`config.mk`:
```
export PLATFORM = sky130hd
export DESIGN_NAME = lphi_ctrl
export DESIGN_NICKNAME = d
export VERILOG_FILES = /design/src/rtl/core/lphi_pkg.sv /design/src/rtl/core/lphi_ctrl.sv
export SDC_FILE = /design/constraint.sdc
export NUM_CORES = 1
export LEC_CHECK = 0
export BUFFER_PORTS_ARGS = -buffer_cell sky130_fd_sc_hd__buf_2
export CORE_AREA = 8 8 45 47
export CTS_CLUSTER_SIZE = 10
export DETAILED_ROUTE_END_ITERATION = 6
export DIE_AREA = 0 0 53 55
export MAX_ROUTING_LAYER = met4
export PLACE_DENSITY_LB_ADDON = 0.3
export SETUP_SLACK_MARGIN = 0.02
export SKIP_CTS_REPAIR_TIMING = 1
export SLEW_MARGIN = 20
export SYNTH_ARGS = -nofsm -noshare
export SYNTH_HDL_FRONTEND = slang
export SYNTH_SLANG_ARGS = --single-unit
```
`constraint.sdc`:
```
create_clock -name clk_i -period 1.2 [get_ports clk_i]
set_input_delay 0.24 -clock clk_i [delete_from_list [all_inputs] [get_ports clk_i]]
set_output_delay 0.24 -clock clk_i [all_outputs]
set_load 0.05 [all_outputs]
```
`src/rtl/core/lphi_pkg.sv`:
```
// ----------------------------------------------------------------------------
// lphi_pkg
// Types and constants shared by the linear-probe hash insert block.
// ----------------------------------------------------------------------------
package lphi_pkg;

  localparam int TABLE_SLOTS = 256;
  localparam int SLOT_W      = $clog2(TABLE_SLOTS);
  localparam int CNT_W       = $clog2(TABLE_SLOTS + 1);
  // Largest entry count that still admits a new key is LOAD_MAX - 1.
  localparam int LOAD_MAX    = (3 * TABLE_SLOTS) / 4;

  localparam int KEY_W       = 32;
  localparam int HASH_W      = 32;
  localparam int VAL_W       = 64;
  localparam int IDX_OUT_W   = 8;
  localparam int CNT_OUT_W   = 9;

  typedef enum logic [1:0] {
    STATUS_UPDATED  = 2'd0,
    STATUS_INSERTED = 2'd1,
    STATUS_REFUSED  = 2'd2
  } status_e;

  typedef enum logic [1:0] {
    S_IDLE,
    S_READ,
    S_CHECK
  } state_e;

  typedef struct packed {
    logic [KEY_W-1:0]  key_id;
    logic [HASH_W-1:0] key_hash;
    logic [VAL_W-1:0]  entry_value;
  } lphi_in_t;

  typedef struct packed {
    status_e              status;
    logic [IDX_OUT_W-1:0] slot_index;
    logic [CNT_OUT_W-1:0] entries_held;
  } lphi_out_t;

  typedef struct packed {
    logic    load_item;
    logic    rd_en;
    logic    advance;
    logic    wr_insert;
    logic    wr_update;
    logic    load_result;
    status_e result_status;
  } lphi_cmd_t;

  typedef struct packed {
    logic hit;
    logic empty;
    logic load_ok;
    logic probe_last;
  } lphi_stat_t;

endpackage

```
`src/rtl/core/lphi_ctrl.sv`:
```
// ----------------------------------------------------------------------------
// lphi_ctrl
// Sequencer for the probe walk and the result handoff.
// ----------------------------------------------------------------------------
module lphi_ctrl (
  input  logic                 clk_i,
  input  logic                 rst_ni,
  input  logic                 in_valid_i,
  output logic                 in_ready_o,
  output logic                 out_valid_o,
  input  logic                 out_ready_i,
  input  lphi_pkg::lphi_stat_t stat_i,
  output lphi_pkg::lphi_cmd_t  cmd_o
);
  import lphi_pkg::*;

  state_e state_q, state_d;
  logic   out_valid_q, out_valid_d;
  logic   out_free;

  assign out_free = !out_valid_q || out_ready_i;

  always_ff @(posedge clk_i or negedge rst_ni) begin
    if (!rst_ni) begin
      state_q     <= S_IDLE;
      out_valid_q <= 1'b0;
    end else begin
      state_q     <= state_d;
      out_valid_q <= out_valid_d;
    end
  end

  always_comb begin
    state_d    = state_q;
    cmd_o      = '0;
    cmd_o.result_status = STATUS_REFUSED;
    in_ready_o = 1'b0;
    unique case (state_q)
      S_IDLE: begin
        in_ready_o = 1'b1;
        if (in_valid_i) begin
          cmd_o.load_item = 1'b1;
          state_d = S_READ;
        end
      end
      S_READ: begin
        cmd_o.rd_en = 1'b1;
        state_d = S_CHECK;
      end
      S_CHECK: begin
        if (stat_i.hit || stat_i.empty || stat_i.probe_last) begin
          // The table is only changed when the result can be handed off.
          if (out_free) begin
            cmd_o.load_result = 1'b1;
            state_d = S_IDLE;
            if (stat_i.hit) begin
              cmd_o.wr_update     = 1'b1;
              cmd_o.result_status = STATUS_UPDATED;
            end else if (stat_i.empty && stat_i.load_ok) begin
              cmd_o.wr_insert     = 1'b1;
              cmd_o.result_status = STATUS_INSERTED;
            end
          end
        end else begin
          cmd_o.advance = 1'b1;
          state_d = S_READ;
        end
      end
      default: state_d = S_IDLE;
    endcase
  end

  assign out_valid_d = cmd_o.load_result ? 1'b1 : (out_ready_i ? 1'b0 : out_valid_q);
  assign out_valid_o = out_valid_q;

endmodule

```
==> reports/qor.csv <==
stage,metric,value,unit
outcome,status,"complete, but fails checks",
outcome,violations,setup timing,
critical_path,endpoint_kind,output port,
final_layout,final_util,40.69,%
final_layout,syn_to_final_growth,154.2,%
min_path,min-delay-start,out_ready_i,
cts,cts_tree,built,
cts,clk_pin_slew,40,ps
placed_design,place.detailed.hpwl,556.2,µm
cts,clockBufferDepth,2,
cts,cts_made_buffers,3,
cts,cts_root_buffer,clkbuf_4,
final_layout,fillers,136,
power_and_ir_drop,vdd_drop_max,1.207,mV
timing,setup_viol,9,
cts,insertion_delay,230,ps
timing,fin_ws,-428.8,ps
routing,drt-initial-drc-count,2,
timing,rsz0062_at_grt,true,
critical_path,startpoint_type,register,
routing,ant_nets,0,
logic_synthesis,yosysWarnings,0,
logic_synthesis,syn_avg_cell_area,8.858,µm²
min_path,hold_depth,3,
final_layout,multi_input_area,176.4,µm²
logic_synthesis,synth_nets,33,
final_layout,stdcell_count,70,
global_routing,grt_pass1_wl,1.035,mm
floorplanning,boundaryPins,18,
logic_synthesis,yosysSeqAreaShare,33.90,%
final_layout,drive_gt1_share,79.63,%
placed_design,place_inst,63,
floorplanning,initial_utilization,16.00,%
timing,slew_viol_final,0,
timing,skew,1.759,ps
logic_synthesis,netlist_instances,25,
critical_path,ff2ff_setup_slack,50,ps
global_routing,grt_use_total,5.133,%
critical_path,reg2reg_to,state_q[0],
floorplanning,core-area,0.001384,mm²
global_routing,grt_max_degree,7,
routing,drt_pass1_iterations,2,
routing,drt-total-wl,764,µm
logic_synthesis,synth.top_cells.by_area,"dfrtp_1, buf_4, nor3b_1",
min_path,holdPathEnd,state_q[1],
critical_path,crit_required,960,ps
floorplanning,die_area,0.002915,mm²
global_routing,grt_overflow,0,
timing,finalHoldViolCount,0,
floorplanning,die_w,53,µm
placed_design,gp_congestion,0.6949,
power_and_ir_drop,power-per-cell-area,2671,mW/mm²
min_path,holdCritPathClass,input pin to register,
cts,cts_sinks,3,
routing,post_drt_wl_per_cell,10.91,µm
routing,route.detailed.drc,0,
global_routing,grt_pass1_vias,258,
global_routing,antenna_found_initial,0,
floorplanning,rows,14,
critical_path,crit_path_max_fanout,4,
power_and_ir_drop,finalPower,1504,µW
job,maxCapViolations,0,
critical_path,crit_type,register to output port,
floorplanning,fp.dieH,55,µm
placed_design,dp_slack,-240.6,ps
logic_synthesis,syn-cell-area,221.5,µm²
final_layout,layout.nets,63,
power_and_ir_drop,leakagePower,0.0002581,µW
routing,vias,277,
timing,period_share,135.7,%
placed_design,port_buffers,17,
final_layout,num_antenna_cells,0,
routing,vias_per_cell,3.957,
cts,htreeDepth,1,
timing,slew_headroom,81.92,%
logic_synthesis,ys_ff_latch,3,
critical_path,rr_worst_depth,5,
timing,fmaxAchievable,614.0,MHz
critical_path,r2r-start,state_q[1],
logic_synthesis,synth_top_area_cell,dfrtp_1,
timing,min_period,1629,ps
timing,fin_tns_setup,-2295,ps
timing,worst_pin_slew,269.2,ps
final_layout,area.sequential,77.57,µm²
logic_synthesis,synth.distinct_cells,18,
critical_path,cp.arrival,1390,ps
logic_synthesis,synth_top_cell_area_share,33.90,%
[cells in the mapped netlist]
library cell and number:
inv_1 2, nor4_1 1, nor2b_1 1, nor3_2 1, nor2_1 1, nor3b_1 2
a31o_1 1, buf_4 3, dfrtp_1 3, nand2b_1 2, nand2_1 1, and2b_1 1
o21ai_0 1, a21oi_1 1, nor3_1 1, nand2b_4 1, or3_1 1, o31ai_1 1
[state kept, by name, indices dropped and copies added, names as in the netlist]
name and flops:
state_q 2, out_valid_o 1
[layout by cell type, fill, tap and decap left out, drive strengths merged]
master,n
a21oi,1
a31o,1
and2b,1
buf,27
clkbuf,4
dfrtp,3
dlygate4sd3,1
inv,2
nand2,1
nand2b,3
nor2,1
nor2b,1
nor3,2
nor3b,2
nor4,1
o21ai,1
o31ai,1
or3,1
[metal layers]
metal	global-route usage, %	vias to the layer above	share of wire, %
met5	-	-	0
met4	3.879	0	0
met3	2.674	0	3.8
met2	8.789	4	62
met1	4.122	129	34
li1	-	144	-
[final cells by class]
cell class | count | area share [%]
Multi-Input combinational cell | 17 | 31.33
Clock buffer | 4 | 4.667
Tap cell | 16 | 3.556
Timing Repair Buffer | 28 | 45.33
Inverter | 2 | 1.333
Sequential cell | 3 | 13.78
[power by group]
part | internal [µW] | leakage, µW | switching, µW | total (µW)
clock | 124 | 0.0000150 | 50.0 | 174
sequential | 152 | 0.0000358 | 42.6 | 195
combinational | 521 | 0.000207 | 614 | 1130
total | 798 | 0.000258 | 706 | 1500
[kinds of logic (layout without fill, tap and decap cells)]
logic type,count (synthesis),count (layout),share of synthesized area (%)
AO/OA/AOI/OAI,4,4,11.86
buffers and inverters,5,34,13.56
flip-flops,3,3,33.90
AND/OR/NAND/NOR,13,13,40.68
[worst max path at each step]
stage / startpoint / endpoint / slack (ps) / depth (start not counted)
5_1_grt: out_valid_o / cmd_o[1] / -460 / 3
6_report: out_valid_o / cmd_o[1] / -430 / 3
4_1_cts: out_valid_o / cmd_o[0] / -500 / 3
3_3_place_gp: out_valid_o / cmd_o[1] / -220 / 3
3_5_place_dp: out_valid_o / cmd_o[0] / -240 / 3
2_1_floorplan: out_valid_o / cmd_o[4] / -770 / 3
[stage by stage]
stage / hold slack [ps] / area [µm²]
2_1_floorplan: -55.59 / 269.0
3_3_place_gp: 39.77 / 407.9
3_5_place_dp: 39.64 / 407.9
4_1_cts: -212.0 / 434.2
5_1_grt: 321.5 / 563.0
6_report: 296.7 / 563.0
[critical path, stage by stage (launching register included)]
cell	delay, ps
dfrtp_2	390
and2b_2	230
or3_4	380
buf_8	160
No activity file was read; power rests on OpenSTA's default activity.
